--- src/rtl/core/u8u16_pkg.sv ---
package u8u16_pkg;

    // queue of decoded unit groups between front and back
    localparam int QDEPTH = 4;
    localparam int QPTR_W = $clog2(QDEPTH);
    localparam int QCNT_W = $clog2(QDEPTH + 1);

    localparam int MAX_UNITS = 3;
    localparam int GCNT_W    = $clog2(MAX_UNITS + 1);
    localparam int GIDX_W    = $clog2(MAX_UNITS);

    localparam logic [15:0] QMARK = 16'h003f;

    typedef struct packed {
        logic [7:0] in_byte;
        logic       byte_last;
    } byte_word_t;

    typedef struct packed {
        logic [15:0] code_unit;
        logic        unit_last;
    } unit_word_t;

    // up to three code units produced by one byte
    typedef struct packed {
        logic [GCNT_W-1:0]             cnt;
        logic [MAX_UNITS-1:0][15:0]    units;
        logic                          last;
    } unit_group_t;

endpackage

--- src/rtl/core/u8u16_front.sv ---
module u8u16_front
    import u8u16_pkg::*;
(
    input  logic        clk,
    input  logic        rst_n,
    input  logic        byte_valid,
    output logic        byte_ready,
    input  byte_word_t  byte_data,
    input  logic        q_full,
    output logic        push,
    output unit_group_t group
);

    function automatic logic [2:0] seq_len(input logic [7:0] x);
        if ((x & 8'he0) == 8'hc0)
        begin
            return 3'd2;
        end
        else if ((x & 8'hf0) == 8'he0)
        begin
            return 3'd3;
        end
        else if ((x & 8'hf8) == 8'hf0)
        begin
            return 3'd4;
        end
        return 3'd1;
    endfunction

    // ascii passes, any byte with bit 7 set is '?'
    function automatic logic [15:0] single_unit(input logic [7:0] x);
        return x[7] ? QMARK : {8'h00, x};
    endfunction

    logic [1:0]  hc_reg;
    logic [1:0]  hc_next;
    logic [7:0]  held_reg [3];

    logic        accept;
    logic        last;
    logic        hold;
    logic        complete;
    logic [7:0]  c;
    logic [7:0]  b0;
    logic [7:0]  b1;
    logic [7:0]  b2;
    logic [2:0]  n0;
    logic [20:0] cp;
    logic [20:0] v;
    unit_group_t g;

    assign byte_ready = !q_full;
    assign accept     = byte_valid && !q_full;
    assign c          = byte_data.in_byte;
    assign last       = byte_data.byte_last;

    // sequence bytes so far, the incoming byte at position hc
    assign b0 = (hc_reg == 2'd0) ? c : held_reg[0];
    assign b1 = (hc_reg == 2'd1) ? c : held_reg[1];
    assign b2 = (hc_reg == 2'd2) ? c : held_reg[2];
    assign n0 = seq_len(b0);

    assign complete = (hc_reg != 2'd0) && (({1'b0, hc_reg} + 3'd1) == n0);

    always_comb
    begin
        case (n0)
            3'd2:    cp = {10'd0, b0[4:0], b1[5:0]};
            3'd3:    cp = {5'd0, b0[3:0], b1[5:0], b2[5:0]};
            default: cp = {b0[2:0], b1[5:0], b2[5:0], c[5:0]};
        endcase
    end

    assign v = cp - 21'h010000;

    always_comb
    begin
        g       = '0;
        hold    = 1'b0;
        hc_next = hc_reg;
        g.last  = last;
        if (complete)
        begin
            hc_next = 2'd0;
            if (cp[20:16] == 5'd0)
            begin
                g.cnt      = GCNT_W'(1);
                g.units[0] = cp[15:0];
            end
            else
            begin
                // values past 0x10ffff wrap to 16 bits
                g.cnt      = GCNT_W'(2);
                g.units[0] = 16'hd800 + {5'd0, v[20:10]};
                g.units[1] = 16'hdc00 + {6'd0, v[9:0]};
            end
        end
        else if (last)
        begin
            hc_next = 2'd0;
            if (hc_reg == 2'd0)
            begin
                g.cnt      = GCNT_W'(1);
                g.units[0] = single_unit(c);
            end
            else if (hc_reg == 2'd1)
            begin
                g.cnt      = GCNT_W'(2);
                g.units[0] = QMARK;
                g.units[1] = single_unit(c);
            end
            else
            begin
                // truncated lead gives '?', the second held byte and the final byte decode again
                g.units[0] = QMARK;
                if (seq_len(held_reg[1]) == 3'd2)
                begin
                    g.cnt      = GCNT_W'(2);
                    g.units[1] = {5'd0, held_reg[1][4:0], c[5:0]};
                end
                else
                begin
                    g.cnt      = GCNT_W'(3);
                    g.units[1] = single_unit(held_reg[1]);
                    g.units[2] = single_unit(c);
                end
            end
        end
        else if (hc_reg == 2'd0)
        begin
            if (n0 == 3'd1)
            begin
                g.cnt      = GCNT_W'(1);
                g.units[0] = single_unit(c);
            end
            else
            begin
                hold    = 1'b1;
                hc_next = 2'd1;
            end
        end
        else
        begin
            hold    = 1'b1;
            hc_next = hc_reg + 2'd1;
        end
    end

    assign push  = accept && (g.cnt != '0);
    assign group = g;

    always_ff @(posedge clk or negedge rst_n)
    begin
        if (!rst_n)
        begin
            hc_reg <= 2'd0;
        end
        else if (accept)
        begin
            hc_reg <= hc_next;
        end
    end

    always_ff @(posedge clk)
    begin
        if (accept && hold && (hc_reg != 2'd3))
        begin
            held_reg[hc_reg] <= c;
        end
    end

    a_last_clears: assert property (@(posedge clk) disable iff (!rst_n)
        accept && last |=> hc_reg == 2'd0)
        else $error("held count not cleared after final byte");

    a_last_pushes: assert property (@(posedge clk) disable iff (!rst_n)
        accept && last |-> push)
        else $error("final byte produced no code unit");

endmodule

--- src/rtl/core/u8u16_queue.sv ---
module u8u16_queue
    import u8u16_pkg::*;
(
    input  logic        clk,
    input  logic        rst_n,
    input  logic        push,
    input  unit_group_t push_group,
    input  logic        pop,
    output logic        full,
    output logic        empty,
    output unit_group_t head
);

    unit_group_t       mem_reg [QDEPTH];
    logic [QPTR_W-1:0] wr_ptr_reg;
    logic [QPTR_W-1:0] wr_ptr_next;
    logic [QPTR_W-1:0] rd_ptr_reg;
    logic [QPTR_W-1:0] rd_ptr_next;
    logic [QCNT_W-1:0] count_reg;
    logic [QCNT_W-1:0] count_next;

    assign full  = (count_reg == QCNT_W'(QDEPTH));
    assign empty = (count_reg == '0);
    assign head  = mem_reg[rd_ptr_reg];

    always_comb
    begin
        wr_ptr_next = wr_ptr_reg;
        rd_ptr_next = rd_ptr_reg;
        count_next  = count_reg;
        if (push)
        begin
            wr_ptr_next = (wr_ptr_reg == QPTR_W'(QDEPTH - 1)) ? '0 : wr_ptr_reg + QPTR_W'(1);
        end
        if (pop)
        begin
            rd_ptr_next = (rd_ptr_reg == QPTR_W'(QDEPTH - 1)) ? '0 : rd_ptr_reg + QPTR_W'(1);
        end
        if (push && !pop)
        begin
            count_next = count_reg + QCNT_W'(1);
        end
        else if (pop && !push)
        begin
            count_next = count_reg - QCNT_W'(1);
        end
    end

    always_ff @(posedge clk or negedge rst_n)
    begin
        if (!rst_n)
        begin
            wr_ptr_reg <= '0;
            rd_ptr_reg <= '0;
            count_reg  <= '0;
        end
        else
        begin
            wr_ptr_reg <= wr_ptr_next;
            rd_ptr_reg <= rd_ptr_next;
            count_reg  <= count_next;
        end
    end

    always_ff @(posedge clk)
    begin
        if (push)
        begin
            mem_reg[wr_ptr_reg] <= push_group;
        end
    end

    a_no_overflow: assert property (@(posedge clk) disable iff (!rst_n)
        !(push && full))
        else $error("push into full queue");

    a_no_underflow: assert property (@(posedge clk) disable iff (!rst_n)
        !(pop && empty))
        else $error("pop from empty queue");

endmodule

--- src/rtl/core/u8u16_back.sv ---
module u8u16_back
    import u8u16_pkg::*;
(
    input  logic        clk,
    input  logic        rst_n,
    input  logic        empty,
    input  unit_group_t head,
    output logic        pop,
    output logic        unit_valid,
    input  logic        unit_ready,
    output unit_word_t  unit_data
);

    logic              unit_valid_reg;
    logic              unit_valid_next;
    unit_word_t        unit_data_reg;
    unit_word_t        unit_data_next;
    logic [GIDX_W-1:0] idx_reg;
    logic [GIDX_W-1:0] idx_next;

    logic load;
    logic take;
    logic group_end;

    assign load      = !unit_valid_reg || unit_ready;
    assign take      = load && !empty;
    assign group_end = (GCNT_W'(idx_reg) + GCNT_W'(1)) == head.cnt;
    assign pop       = take && group_end;

    always_comb
    begin
        unit_valid_next = unit_valid_reg;
        unit_data_next  = unit_data_reg;
        idx_next        = idx_reg;
        if (load)
        begin
            unit_valid_next = !empty;
        end
        if (take)
        begin
            unit_data_next.code_unit = head.units[idx_reg];
            unit_data_next.unit_last = head.last && group_end;
            idx_next                 = group_end ? '0 : idx_reg + GIDX_W'(1);
        end
    end

    always_ff @(posedge clk or negedge rst_n)
    begin
        if (!rst_n)
        begin
            unit_valid_reg <= 1'b0;
            idx_reg        <= '0;
        end
        else
        begin
            unit_valid_reg <= unit_valid_next;
            idx_reg        <= idx_next;
        end
    end

    always_ff @(posedge clk)
    begin
        unit_data_reg <= unit_data_next;
    end

    assign unit_valid = unit_valid_reg;
    assign unit_data  = unit_data_reg;

    // a partly sent group stays at the head until its last unit leaves
    a_group_held: assert property (@(posedge clk) disable iff (!rst_n)
        idx_reg != '0 |-> !empty)
        else $error("unit index set with no group queued");

endmodule

--- src/rtl/core/utf8_to_utf16_transcoder.sv ---
// utf-8 bytes in, utf-16 code units out, one byte accepted per cycle while the queue is not full
// a code unit goes through the queue and then the output register once the byte completing it is accepted
// throughput: one byte per cycle in, one code unit per cycle out while unit_ready is high; a surrogate
// pair or an end-of-string flush gives two or three code units, soaked up by a 4-deep queue
// reset: rst_n clears the held-byte count, the queue and the output valid; no clearing pass
module utf8_to_utf16_transcoder
    import u8u16_pkg::*;
(
    input  logic       clk,
    input  logic       rst_n,
    input  logic       byte_valid,
    output logic       byte_ready,
    input  byte_word_t byte_data,
    output logic       unit_valid,
    input  logic       unit_ready,
    output unit_word_t unit_data
);

    logic        push;
    logic        pop;
    logic        q_full;
    logic        q_empty;
    unit_group_t push_group;
    unit_group_t head;

    u8u16_front u_front (
        .clk        (clk),
        .rst_n      (rst_n),
        .byte_valid (byte_valid),
        .byte_ready (byte_ready),
        .byte_data  (byte_data),
        .q_full     (q_full),
        .push       (push),
        .group      (push_group)
    );

    u8u16_queue u_queue (
        .clk        (clk),
        .rst_n      (rst_n),
        .push       (push),
        .push_group (push_group),
        .pop        (pop),
        .full       (q_full),
        .empty      (q_empty),
        .head       (head)
    );

    u8u16_back u_back (
        .clk        (clk),
        .rst_n      (rst_n),
        .empty      (q_empty),
        .head       (head),
        .pop        (pop),
        .unit_valid (unit_valid),
        .unit_ready (unit_ready),
        .unit_data  (unit_data)
    );

endmodule

--- config.mk ---
export PLATFORM = sky130hd
export DESIGN_NAME = utf8_to_utf16_transcoder
export DESIGN_NICKNAME = d
export VERILOG_FILES = /design/src/rtl/core/u8u16_pkg.sv /design/src/rtl/core/u8u16_front.sv /design/src/rtl/core/u8u16_queue.sv /design/src/rtl/core/u8u16_back.sv /design/src/rtl/core/utf8_to_utf16_transcoder.sv
export SDC_FILE = /design/constraint.sdc
export NUM_CORES = 1
export LEC_CHECK = 0
export ABC_CLOCK_PERIOD_IN_PS = 4000
export BUFFER_PORTS_ARGS = -buffer_cell sky130_fd_sc_hd__buf_2
export CORE_UTILIZATION = 60
export DETAILED_ROUTE_END_ITERATION = 6
export PLACE_DENSITY = 0.85
export SLEW_MARGIN = 30
export SYNTH_ARGS = -nofsm -noshare
export SYNTH_HDL_FRONTEND = slang
export SYNTH_SLANG_ARGS = --single-unit
--- constraint.sdc ---
create_clock -name clk -period 4 [get_ports clk]
set_input_delay 0.6 -clock clk [delete_from_list [all_inputs] [get_ports clk]]
set_output_delay 0.6 -clock clk [all_outputs]
set_load 0.05 [all_outputs]
# Word-level counts from Yosys, hierarchy flattened
# Memory sizes are Yosys's and may differ from the RTL's.
# Cells that the tools add are included.
# totals
word_cells	132
ff_bits	29
output_inout_bits	19
mem_bits_rw	228
mem_count	2
inputBits	13
# classes
eq_ne	19
order_cmp	1
reduce_logical	23
addsub	10
n_mux	69
# memory_table
memory	depth	width	rd	rd_clocked_by_memory_dff	write_ports	line_no	rtl
u_queue.mem_reg	4	51	1	0	1	u8u16_queue.sv:14	unit_group_t mem_reg [QDEPTH];
u_front.held_reg	3	8	3	0	1	u8u16_front.sv:37	logic [7:0] held_reg [3];
# ops
cell	n
$mux 16	11
$mux 32	4
$mux 3	14
$pmux 21 s2	1
$bmux 16 s2	1
$mux 2	13
$sub 21x17->21 const B	1
$mux 1	20
$add 15x11->16 const A	1
$add 15x12->16 const A	1
$mux 7	2
$mux 6	2
$eq 5x5->1 const B	2
$logic_and 1x1->1	10
$eq 3x2->1 const B	3
$eq 3x3->1 const B	3
$add 2x1->2 const B	4
$eq 4x4->1 const B	2
$mux 8	1
$eq 2x2->1 const B	3
$reduce_bool 2->1	3
$logic_not 1->1	5
$logic_not 5->1	1
$ne 4x3->1 const B	1
13 further kinds	13

# Longest topological paths before layout
# logic_depth
word_depth	27
ltp_mapped	14

# Hierarchy
# Synthesis repeated with hierarchy kept, for this count alone.
# unflattened
hier_cells	705
area_unflattened_um2	11357.1
# modules_own_cells
module	area_per_inst_um2	n_inst	cells_each
u8u16_queue	7837.5	1	304
u8u16_front	2486.1	1	310
u8u16_back	1033.5	1	91

# Least setup slack after synthesis
# Ideal clock, no wire load.
# synth_timing
kind	register to register
start	reg u_front.hc_reg[0]
end	mem u_queue.mem_reg[3][0] (netlist bit) (enable)
setup_ns	0.399
arrival_ns	3.027
path_stages_with_launch	9
setup_slack_ns	0.574
path_cell_list	dfrtp_1 inv_1 ha_1 nand3b_1 a222oi_1 xnor2_1 a211o_4 a31oi_4 and2_1
# synth_between
elab_chain_len	16
word_cells_on_any_way	33
cone_classes	1 x add/sub; 8 x eq/ne; 18 x mux; 6 x reduce/logical
# synth_lines
item	line_no	rtl
from (decl)	u8u16_front.sv:35	logic [1:0] hc_reg;
from (signal assigned)	u8u16_front.sv:160	hc_reg <= hc_next;
$logic_not 2->1	u8u16_front.sv:58, u8u16_front.sv:101, u8u16_front.sv:129	
$mux 8	u8u16_front.sv:58	assign b0 = (hc_reg == 2'd0) ? c : held_reg[0];
$eq 5x5->1	u8u16_front.sv:23	else if ((x & 8'hf8) == 8'hf0)
$mux 1	u8u16_front.sv:23	
$mux 1	u8u16_front.sv:19	else if ((x & 8'hf0) == 8'he0)
$mux 1	u8u16_front.sv:15	if ((x & 8'he0) == 8'hc0)
$mux 3	u8u16_front.sv:27	return 3'd1;
$eq 3x2->1 or $eq 3x1->1 (tied branches)	u8u16_front.sv:67, u8u16_front.sv:131	
$pmux 21 s2 or $mux 1 (tied branches)	u8u16_front.sv:67, u8u16_front.sv:131	
$logic_not 5->1 or $mux 2 (tied branches)	u8u16_front.sv:85, u8u16_front.sv:129	
$mux 2, on equally long branches	u8u16_front.sv:85, u8u16_front.sv:98	
$mux 2 (*)	u8u16_front.sv:82	if (complete)
$reduce_bool 2->1 (*)	u8u16_front.sv:149	assign push = accept && (g.cnt != '0);
$logic_and 1x1->1 (*)	u8u16_front.sv:149	
net push	utf8_to_utf16_transcoder.sv:19	logic push;
$mux 1 (*)	u8u16_queue.sv:67	if (push)
$mux 1 (not written as such) (*)	u8u16_queue.sv:69	mem_reg[wr_ptr_reg] <= push_group;
to (decl)	u8u16_queue.sv:14	
# Mark *: on every way through the listed nets, which the timed path passes. The rest lies on a longest branch.

# Worst setup path after layout
# layout_timing
start	reg u_front.hc_reg[0]
end	reg u_queue.count_reg[2]
# layout_between
elab_chain_len	17
word_cells_on_any_way	36
cone_classes	1 x add/sub; 8 x eq/ne; 17 x mux; 10 x reduce/logical
# layout_lines
item	line_no	rtl
$logic_not 2->1	u8u16_front.sv:58, u8u16_front.sv:101, u8u16_front.sv:129	
$mux 8	u8u16_front.sv:58	
$eq 5x5->1	u8u16_front.sv:23	
$mux 1	u8u16_front.sv:23	
$mux 1	u8u16_front.sv:19	
$mux 1	u8u16_front.sv:15	
$mux 3	u8u16_front.sv:27	
$eq 3x2->1 or $eq 3x1->1 (tied branches)	u8u16_front.sv:67, u8u16_front.sv:131	
(+2 left out)	--	
$mux 2, on equally long branches	u8u16_front.sv:85, u8u16_front.sv:98	
$mux 2 (*)	u8u16_front.sv:82	
$reduce_bool 2->1 (*)	u8u16_front.sv:149	
$logic_and 1x1->1 (*)	u8u16_front.sv:149	
net push	utf8_to_utf16_transcoder.sv:19	
$logic_not 1->1	u8u16_queue.sv:43	else if (pop && !push)
$logic_and 1x1->1	u8u16_queue.sv:43	
$reduce_bool 2->1 (no source line)	--	
to (signal assigned)	u8u16_queue.sv:61	count_reg <= count_next;
to (decl)	u8u16_queue.sv:19	logic [QCNT_W-1:0] count_reg;
# Marks and branches as above.
# A chain may end at the register's enable or synchronous reset.

==> run_results.csv <==
group,metric,value,unit
run_status,outcome,"finished, violations left",
run_status,violations,"DRC, hold timing",
sta,worst_slew_pin_slew,805,ps
floorplan,start_util,62.2,%
clock_network,clock-sinks,203,
sta,clock.fmax,275,MHz
sta,fin_crit,3640,ps
logic_synthesis,synth_edf_count,191,
critical_path,critPathMaxFanout,18,
logic_synthesis,avgSynthCellArea,15.6,µm²
logic_synthesis,synth_cell_type_count,59,
critical_path,crit_arrival,4050,ps
global_routing,grt_max_degree,39,
global_routing,use_met1,36.2,%
drt,dr_total_vias,5450,
global_routing,grt_first_pass_wirelength,31200,µm
drt,drt_iter0_drc,611,
sta,max-slew-margin-rel,46.3,%
clock_network,cts_root_buf,"clkbuf_16",
flow_run,maxCapViolCount,0,
final_layout,largest_reg_flops,152,
critical_path,cp-end-kind,"register",
logic_synthesis,yosysSeqAreaShare,66.0,%
logic_synthesis,synth_cells,585,
drt,drc_errors,2,
power_and_ir_drop,finalPower,8.61,mW
drt,via_per_inst,6.68,
global_routing,met3_usage,3.42,%
global_routing,antenna_found_initial,0,
power_and_ir_drop,static-leakage-power,3.56,nW
sta,rsz0062_at_grt,"no",
clock_network,cts_buffer_depth,3,
sta,setup_viol,0,
sta,skew,9.15,ps
sta,finalHoldViolCount,1,
worst_hold_path,hp-class,"in2async",
final_layout,instances_no_fill,816,
floorplan,die_y,125,µm
power_and_ir_drop,power_density,842,nW/µm²
global_routing,gr-usage-all-layers,26.5,%
clock_network,h-tree-depth,1,
floorplan,core_area,14700,µm²
floorplan,dieArea,15700,µm²
floorplan,rows,44,
clock_network,clock_latency,490,ps
power_and_ir_drop,worst_ir_drop_vdd,0.412,mV
critical_path,required,4410,ps
sta,maxSlewViolCount,0,
placed_design,placedCellCount,781,
drt,wl,19900,µm
clock_network,cts_tree,"built",
placed_design,routabilityCongestion,0.928,
placed_design,dpl.hpwl,12400,µm
floorplan,ios,32,
placed_design,port_buffers,31,
drt,wl_per_cell,24.3,µm
drt,first_pass_iters,7,
final_layout,antenna_cells,0,
final_layout,finalNetCount,646,
logic_synthesis,synth_ff_type,"edfxtp_1",
drt,ant_nets,0,
final_layout,drive_above_1_share,23.9,%
sta,timing.setup.tns,0,ps
global_routing,busiest_layer,"met2",
critical_path,crit_type,"reg2reg",
global_routing,met2_usage,45.0,%
sta,hold_slack,-3.94,ps
logic_synthesis,synth.yosys.warnings,0,
floorplan,fp.dieW,125,µm
clock_network,cts_made_buffers,21,
logic_synthesis,synth_area,9150,µm²
sta,min_period_over_period,91.0,%
global_routing,overflow,0,
global_routing,grt_pass1_vias,5584,
critical_path,startpoint_type,"register",
logic_synthesis,syn_nets,611,
final_layout,most-common-layout-cells,"edfxtp_1 (191), mux4_2 (38), buf_2 (31), nor2_1 (29), o22ai_1 (27)",
final_layout,syn2layout_area_growth,11.8,%
logic_synthesis,yosys_register_bits,203,
clock_network,cts.clk_slew.worst_paths,60,ps
final_layout,layout_commonest_cell,"edfxtp_1",
logic_synthesis,async_flop_share,5.91,%
## stage by stage
| step | util (%) | hold WS (ps) | cell area [µm²] | worst slack (ps) |
|---|---|---|---|---|
| after floorplan | - | 304 | 9150 | 574 |
| after global routing | 69.6 | 15.2 | 10200 | 86.8 |
| after detailed placement | 65.0 | 510 | 9560 | 49.7 |
| final | 69.6 | -3.94 | 10200 | 359 |
| after global placement | 65.0 | 480 | 9560 | 324 |
| after CTS | 69.5 | 7.47 | 10200 | 56.3 |
## synthesized netlist by cell type (all sizes together) (4+ instances only)
cell type	number	area [µm²]
and3	5	31.3
buf	17	86.3
nand2	26	97.6
o22ai	27	169
o211ai	7	52.6
dfrtp	12	300
mux4	38	856
nand3	8	40.0
nand2b	12	75.1
xor2	4	35.0
ha	12	150
mux2i	16	160
clkbuf	20	75.1
a21oi	16	80.1
and2	9	56.3
mux2	23	267
edfxtp	191	5740
o21ai	29	145
inv	20	75.1
nor3	11	75.1
nor2	29	109
a22o	4	35.0
a211oi	5	42.5
## worst max-delay path, cell delays in order, from the launching register on
cell and delay (ps):
dfrtp_1 400, inv_1 210, ha_4 280, nand3_1 140
a222oi_1 430, xnor2_1 210, a211o_4 440, a31oi_4 290
ha_1 230, inv_1 70, fa_1 430, xor2_1 170
nor2_1 120, xor2_1 150
## layout make-up
type / instances / area (µm²)
Tap cell: 184 / 230
Fill cell: 913 / 4470
Timing Repair Buffer: 49 / 340
Inverter: 20 / 75.1
Sequential cell: 203 / 6040
Multi-Input combinational cell: 325 / 2890
Clock buffer: 25 / 551
Clock inverter: 10 / 103
## logic make-up (layout without fill, tap and decap cells)
group,count (synthesis),in the layout,share of synthesized area (%)
fa+ha+maj,13,13,1.86
flops,203,203,66.0
mux,77,77,14.0
simple gates,115,115,6.46
buf+inv,57,104,2.59
compound gates,113,113,8.40
xor+xnor,7,7,0.670
## metal layers
metal	up-vias	part of all wire (%)	wire (µm)
li1	2374	-	-
met1	2740	39	7670
met2	295	51	10200
met3	41	8.1	1600
met4	0	2.0	405
met5	-	0	0
## power breakdown
| part | internal, mW | switching [mW] | leakage, nW |
|---|---|---|---|
| combinational | 1.24 | 2.09 | 1.32 |
| clock | 1.11 | 0.747 | 0.321 |
| sequential | 3.20 | 0.223 | 1.92 |
## what timing repair did
item,4_1_cts,5_1_grt
setup buffers,0,0
setup endpoints to repair,0,2
gates resized for setup,0,2
hold buffers,0,0
## worst paths after layout
| path | startpoint | end | slack (ps) | cells past startpoint |
|---|---|---|---|---|
| worst max-delay path | u_front.hc_reg[0]$_DFFE_PN0P_ | u_queue.count_reg[2]$_DFFE_PN0P_ | 360 | 13 |
| worst min-delay path | rst_n | u_queue.count_reg[1]$_DFFE_PN0P_ | -4 | 1 |
| worst max register to register | u_front.hc_reg[0]$_DFFE_PN0P_ | u_queue.count_reg[2]$_DFFE_PN0P_ | 360 | 13 |
| worst min register to register | u_queue.count_reg[2]$_DFFE_PN0P_ | u_queue.count_reg[2]$_DFFE_PN0P_ | 520 | 1 |
| max in group asynchronous | rst_n | u_queue.rd_ptr_reg[0]$_DFFE_PN0P_ | 3740 | 1 |
| min in group clk | unit_ready | u_back.unit_valid$_DFFE_PN0P_ | 340 | 2 |
Note: power is estimated with default switching activity, not from simulation.
